## config.mk

```make
export PLATFORM = sky130hd
export DESIGN_NAME = elevator_order_table
export DESIGN_NICKNAME = d
export VERILOG_FILES = /design/src/rtl/eot_pkg.sv /design/src/rtl/eot_table.sv /design/src/rtl/eot_select.sv /design/src/rtl/elevator_order_table.sv
export SDC_FILE = /design/constraint.sdc
export NUM_CORES = 1
export LEC_CHECK = 0
export ABC_AREA = 1
export BUFFER_PORTS_ARGS = -buffer_cell sky130_fd_sc_hd__buf_4
export CORE_MARGIN = 2
export CORE_UTILIZATION = 38
export DETAILED_ROUTE_END_ITERATION = 7
export PLACE_DENSITY = 0.67
export REMOVE_ABC_BUFFERS = 1
export SLEW_MARGIN = 20
export SYNTH_ARGS = -nofsm -noshare
export SYNTH_HDL_FRONTEND = slang
export SYNTH_SLANG_ARGS = --single-unit
```

## constraint.sdc

```tcl
create_clock -name aclk -period 4.2 [get_ports aclk]
set_input_delay 0.21 -clock aclk [delete_from_list [all_inputs] [get_ports aclk]]
set_output_delay 0.21 -clock aclk [all_outputs]
set_load 0.02 [all_outputs]
```

## src/rtl/eot_pkg.sv

```systemverilog
// Shared types, order codes and the order merge function for the elevator order table.
package eot_pkg;

    localparam int FLOORS  = 4;
    localparam int FLOOR_W = 2;
    localparam int ORD_W   = 3;

    typedef logic [ORD_W-1:0] ord_t;
    typedef ord_t [FLOORS-1:0] table_t;

    localparam ord_t ORD_NONE = 3'd0;
    localparam ord_t ORD_UP   = 3'd1;
    localparam ord_t ORD_DOWN = 3'd2;
    localparam ord_t ORD_BOTH = 3'd3;
    localparam ord_t ORD_CAB  = 3'd4;

    localparam logic [1:0] ACT_ADD    = 2'd0;
    localparam logic [1:0] ACT_REMOVE = 2'd1;
    localparam logic [1:0] ACT_CLEAR  = 2'd2;
    localparam logic [1:0] ACT_QUERY  = 2'd3;

    localparam logic [1:0] BTN_UP   = 2'd0;
    localparam logic [1:0] BTN_DOWN = 2'd1;
    localparam logic [1:0] BTN_CAB  = 2'd2;

    localparam logic [1:0] DIR_DOWN = 2'd0;
    localparam logic [1:0] DIR_STOP = 2'd1;
    localparam logic [1:0] DIR_UP   = 2'd2;

    typedef struct packed {
        logic [1:0]         action;
        logic [FLOOR_W-1:0] floor;
        logic [1:0]         button;
        logic [1:0]         direction;
        logic [FLOOR_W-1:0] last_floor;
    } item_t;

    // Merges a new button press into a stored order code.
    function automatic ord_t merge_order(input ord_t cur, input logic [1:0] btn);
        ord_t res;
        res = cur;
        if (cur != ORD_CAB) begin
            case (btn)
                BTN_CAB:  res = ORD_CAB;
                BTN_UP:   res = (cur == ORD_NONE || cur == ORD_UP) ? ORD_UP : ORD_BOTH;
                BTN_DOWN: res = (cur == ORD_NONE || cur == ORD_DOWN) ? ORD_DOWN : ORD_BOTH;
                default:  res = cur;
            endcase
        end
        return res;
    endfunction

endpackage

```

## src/rtl/eot_table.sv

```systemverilog
// Order table storage with the add, remove and clear update.
module eot_table (
    input  logic            aclk,
    input  logic            aresetn,
    input  logic            update_en,
    input  eot_pkg::item_t  item,
    output eot_pkg::table_t table_next
);
    import eot_pkg::*;

    table_t table_reg;

    always_comb begin
        table_next = table_reg;
        case (item.action)
            ACT_ADD:    table_next[item.floor] = merge_order(table_reg[item.floor], item.button);
            ACT_REMOVE: table_next[item.floor] = ORD_NONE;
            ACT_CLEAR:  table_next = '0;
            default:    table_next = table_reg;
        endcase
    end

    always_ff @(posedge aclk) begin
        if (!aresetn) begin
            table_reg <= '0;
        end else if (update_en) begin
            table_reg <= table_next;
        end
    end

endmodule

```

## src/rtl/eot_select.sv

```systemverilog
// Nearest eligible floor selection over the updated order table.
module eot_select (
    input  eot_pkg::table_t               orders,
    input  logic [1:0]                    direction,
    input  logic [eot_pkg::FLOOR_W-1:0]   last_floor,
    output logic                          found,
    output logic [eot_pkg::FLOOR_W-1:0]   destination
);
    import eot_pkg::*;

    logic [FLOOR_W-1:0] idx;
    logic [FLOOR_W-1:0] floor_dist;
    logic [FLOOR_W-1:0] best_dist;
    logic               eligible;

    always_comb begin
        found       = 1'b0;
        destination = '0;
        best_dist   = '0;
        idx         = '0;
        floor_dist  = '0;
        eligible    = 1'b0;
        for (int i = 0; i < FLOORS; i++) begin
            idx        = FLOOR_W'(i);
            eligible   = (orders[i] != ORD_NONE)
                         && !(orders[i] == ORD_UP && direction == DIR_DOWN)
                         && !(orders[i] == ORD_DOWN && direction == DIR_UP);
            floor_dist = (idx >= last_floor) ? (idx - last_floor) : (last_floor - idx);
            if (eligible && (!found || floor_dist < best_dist)) begin
                found       = 1'b1;
                destination = idx;
                best_dist   = floor_dist;
            end
        end
    end

endmodule

```

## src/rtl/elevator_order_table.sv

```systemverilog
// Top level of the elevator order table with input and result registers.
// An accepted transaction is held in the input register until the result register can take it;
// its result is then loaded into the result register, which raises m_valid.
// One transaction is accepted per cycle while m_ready keeps the result register free; the table
// update and nearest-floor select lie between the two registers.
// Synchronous active-low reset empties both registers and sets every floor to no order.
module elevator_order_table (
    input  logic                        aclk,
    input  logic                        aresetn,
    input  logic                        s_valid,
    output logic                        s_ready,
    input  logic [1:0]                  s_action,
    input  logic [eot_pkg::FLOOR_W-1:0] s_floor,
    input  logic [1:0]                  s_button,
    input  logic [1:0]                  s_direction,
    input  logic [eot_pkg::FLOOR_W-1:0] s_last_floor,
    output logic                        m_valid,
    input  logic                        m_ready,
    output logic                        m_found,
    output logic [eot_pkg::FLOOR_W-1:0] m_destination
);
    import eot_pkg::*;

    item_t              item_reg;
    logic               in_valid_reg;
    logic               out_valid_reg;
    logic               found_reg;
    logic [FLOOR_W-1:0] dest_reg;
    logic               advance;
    table_t             table_next;
    logic               sel_found;
    logic [FLOOR_W-1:0] sel_dest;

    assign advance = in_valid_reg && (!out_valid_reg || m_ready);
    assign s_ready = !in_valid_reg || advance;

    always_ff @(posedge aclk) begin
        if (!aresetn) begin
            in_valid_reg <= 1'b0;
        end else if (s_valid && s_ready) begin
            in_valid_reg <= 1'b1;
        end else if (advance) begin
            in_valid_reg <= 1'b0;
        end
    end

    always_ff @(posedge aclk) begin
        if (s_valid && s_ready) begin
            item_reg <= '{action: s_action, floor: s_floor, button: s_button,
                          direction: s_direction, last_floor: s_last_floor};
        end
    end

    eot_table u_table (
        .aclk       (aclk),
        .aresetn    (aresetn),
        .update_en  (advance),
        .item       (item_reg),
        .table_next (table_next)
    );

    eot_select u_select (
        .orders      (table_next),
        .direction   (item_reg.direction),
        .last_floor  (item_reg.last_floor),
        .found       (sel_found),
        .destination (sel_dest)
    );

    always_ff @(posedge aclk) begin
        if (!aresetn) begin
            out_valid_reg <= 1'b0;
        end else if (advance) begin
            out_valid_reg <= 1'b1;
        end else if (m_ready) begin
            out_valid_reg <= 1'b0;
        end
    end

    always_ff @(posedge aclk) begin
        if (advance) begin
            found_reg <= sel_found;
            dest_reg  <= sel_dest;
        end
    end

    assign m_valid       = out_valid_reg;
    assign m_found       = found_reg;
    assign m_destination = dest_reg;

    a_adv_gives_result: assert property (@(posedge aclk) disable iff (!aresetn)
        advance |=> m_valid)
        else $error("Processed transaction did not reach the result register.");

    a_empty_input_ready: assert property (@(posedge aclk) disable iff (!aresetn)
        !in_valid_reg |-> s_ready)
        else $error("Input register empty but s_ready is low.");

    a_none_dest_zero: assert property (@(posedge aclk) disable iff (!aresetn)
        (m_valid && !m_found) |-> (m_destination == '0))
        else $error("Destination is nonzero although no floor was found.");

endmodule
```

==> results_dict.tcl <==
set metrics [dict create \
    outcome "finished, final reports clean" \
    cts_buffer_depth 2 \
    drv_cap 0 \
    worstMarginPinSlew_ns 0.550 \
    crit_type "reg -> reg" \
    crit_required_ns 4.23 \
    final_cells 305 \
    tritoncts "built" \
    route.detailed.drc 0 \
    dpl.hpwl_um 2730 \
    post_cts_buffers 0 \
    rsz0062_at_grt "false" \
    p_per_area_nw_per_um2 315 \
    tritoncts_num_sinks 27 \
    slowest_stage "edfxtp_1" \
    synth_top_area_share_pct 22.4 \
    slew_headroom_pct 63.3 \
    drt_iter0_markers 64 \
    postRouteAntennaNets 0 \
    grtUsageTotal_pct 14.1 \
    grt_pass1_vias 1352 \
    grt_overflow_total 0 \
    finalWirelength_um 3350 \
    path_max_fanout 12 \
    cp_common_cell "nand2_1" \
    portBuffers 18 \
    whs_ns 0.106 \
    num_vias 1480 \
    syn_area_per_cell_um2 7.41 \
    place.gp.congestion 0.888 \
    routedWlPerCell_um 11.0 \
    grt_first_pass_wirelength_um 5770 \
    start_kind "flip-flop" \
    clk_pin_slew_ns 0.09 \
    place_area_um2 1910 \
    io_pins 19 \
    yosysTopAreaCell "edfxtp_1" \
    dp.cells 301 \
    rows 24 \
    nets 274 \
    synth-seq-cells 27 \
    ir_worst_vdd_uv 208 \
    die-width_um 71.7 \
    cts-buffers-inserted 3 \
    synth_edf_count 13 \
    synthFlopType "dfxtp_1" \
    root_buffer "clkbuf_8" \
    finClkSkew_ns 0.00519 \
    ys_seq_area_share_pct 38.5 \
    async_flop_share_pct 0 \
    insertion_delay_ns 0.27 \
    crit_path_end_kind "flip-flop" \
    hold_viol 0 \
    drive_above_1_share_pct 20.9 \
    core_area_um2 4380 \
    clock.fmax_mhz 282 \
    fp.dieH_um 71.7 \
    start_util_pct 39.7 \
    syn_to_final_growth_pct 12.4 \
    final-max-slew-violation-count 0 \
    cts_max_level 1 \
    synthCells 235 \
    ys_types 28 \
    setup_viol 0 \
    setup_tns_ns 0 \
    syn-cell-area_um2 1740 \
    yosysMostFrequentCell "nand2_1" \
    critPathMaxStageDelay_ns 0.56 \
    grt_max_degree 19 \
    fin_crit_sh_pct 84.6 \
    dr.pass1.iters 4 \
    fillers 465 \
    hold_buffers 0 \
    min_period_ns 3.55 \
    cts_resized 0 \
    p_leak_nw 1.01 \
    yosysWarnings 0 \
    finalInstanceArea_um2 1960 \
    ys_top_cells_by_area "edfxtp_1, dfxtp_1, nand2_1, inv_1, o21ai_0" \
    insertedDiodeCount 0 \
    grt_antenna_before_repair 0 \
    hp-class "in -> reg" \
    via_per_inst 4.85 \
    cp_data_arrival_time_ns 3.58 \
    largest_reg_flops 12 \
    synthTopCellsByCount "nand2_1, inv_1, o21ai_0" \
    die-area_um2 5140 \
]
## per-stage QoR
stage / worst slack (ns) / utilization [%] / total power [mW]
after floorplan: 0.961 / - / 0.435
after global placement: 0.738 / 43.6 / 0.473
after detailed placement: 0.655 / 43.6 / 0.476
after CTS: 0.632 / 44.6 / 0.622
after global routing: 0.191 / 44.6 / 0.657
final: 0.649 / 44.6 / 0.616
## final cells by class
class                   count  area (µm²)  share of cell area (%)
clock buffers               4        45.0                    2.30
inverters                  48         180                    9.21
multi-input cells         156         861                    44.0
flip-flops and latches     27         671                    34.3
well taps                  52        65.1                    3.32
repair buffers             18         135                    6.91
## where the power goes
| group | total (mW) | internal (mW) | switching [mW] | leakage [nW] |
|---|---|---|---|---|
| Clock | 0.146 | 0.0680 | 0.0783 | 0.0228 |
| Sequential | 0.310 | 0.297 | 0.0131 | 0.241 |
| Combinational | 0.159 | 0.0603 | 0.0990 | 0.743 |
## layout by cell type, fill, tap and decap left out
master     n
a21oi_1   12
a21oi_4    1
a32oi_1    2
buf_4     18
clkbuf_1   1
clkbuf_8   3
clkinv_1   1
dfxtp_1   14
edfxtp_1  13
ha_1       6
inv_1     42
inv_2      5
nand2_1   58
nand2_2   12
nand2_4    3
nand3_1   10
nand3_2    3
nand3_4    1
nand3b_4   1
nand4_1    1
nor2_1    14
nor2_2     4
nor3_2     1
o211ai_1   2
o21ai_0   16
o21ai_1    2
o22ai_1    4
o32ai_1    2
or2_2      1
## critical path: cells and delay by family, from the launching register on
kind,cells,cell delay (ns)
compound gates,2,0.13
flops,1,0.56
buf+inv,2,0.23
fa+ha+maj,2,0.54
simple gates,27,1.85
## per-layer routing
metal / up-vias / track usage (%) / share of wire, %
met2: 39 / 24.8 / 48
li1: 785 / - / -
met1: 651 / 17.6 / 45
met3: 5 / 1.41 / 5.1
met4: 0 / 5.66 / 1.9
met5: - / 0 / 0
## worst paths after layout
| path | slack (ns) | start | to | cells after the start |
|---|---|---|---|---|
| max | 0.65 | item_reg[6] | m_destination[1] | 33 |
| min | 0.11 | s_button[1] | item_reg[5] | 1 |
| max reg2reg | 0.65 | item_reg[6] | m_destination[1] | 33 |
| min reg2reg | 0.53 | m_valid | m_valid | 2 |
## kinds of logic after synthesis
group | count (synthesis) | share of synthesized area (%)
DFF | 27 | 38.5
adders and majority gates | 6 | 4.31
AOI/OAI and AO/OA | 41 | 13.9
buffers and inverters | 52 | 12.1
and+or+nand+nor | 109 | 31.3
Note: power is estimated with default switching activity, not from simulation.
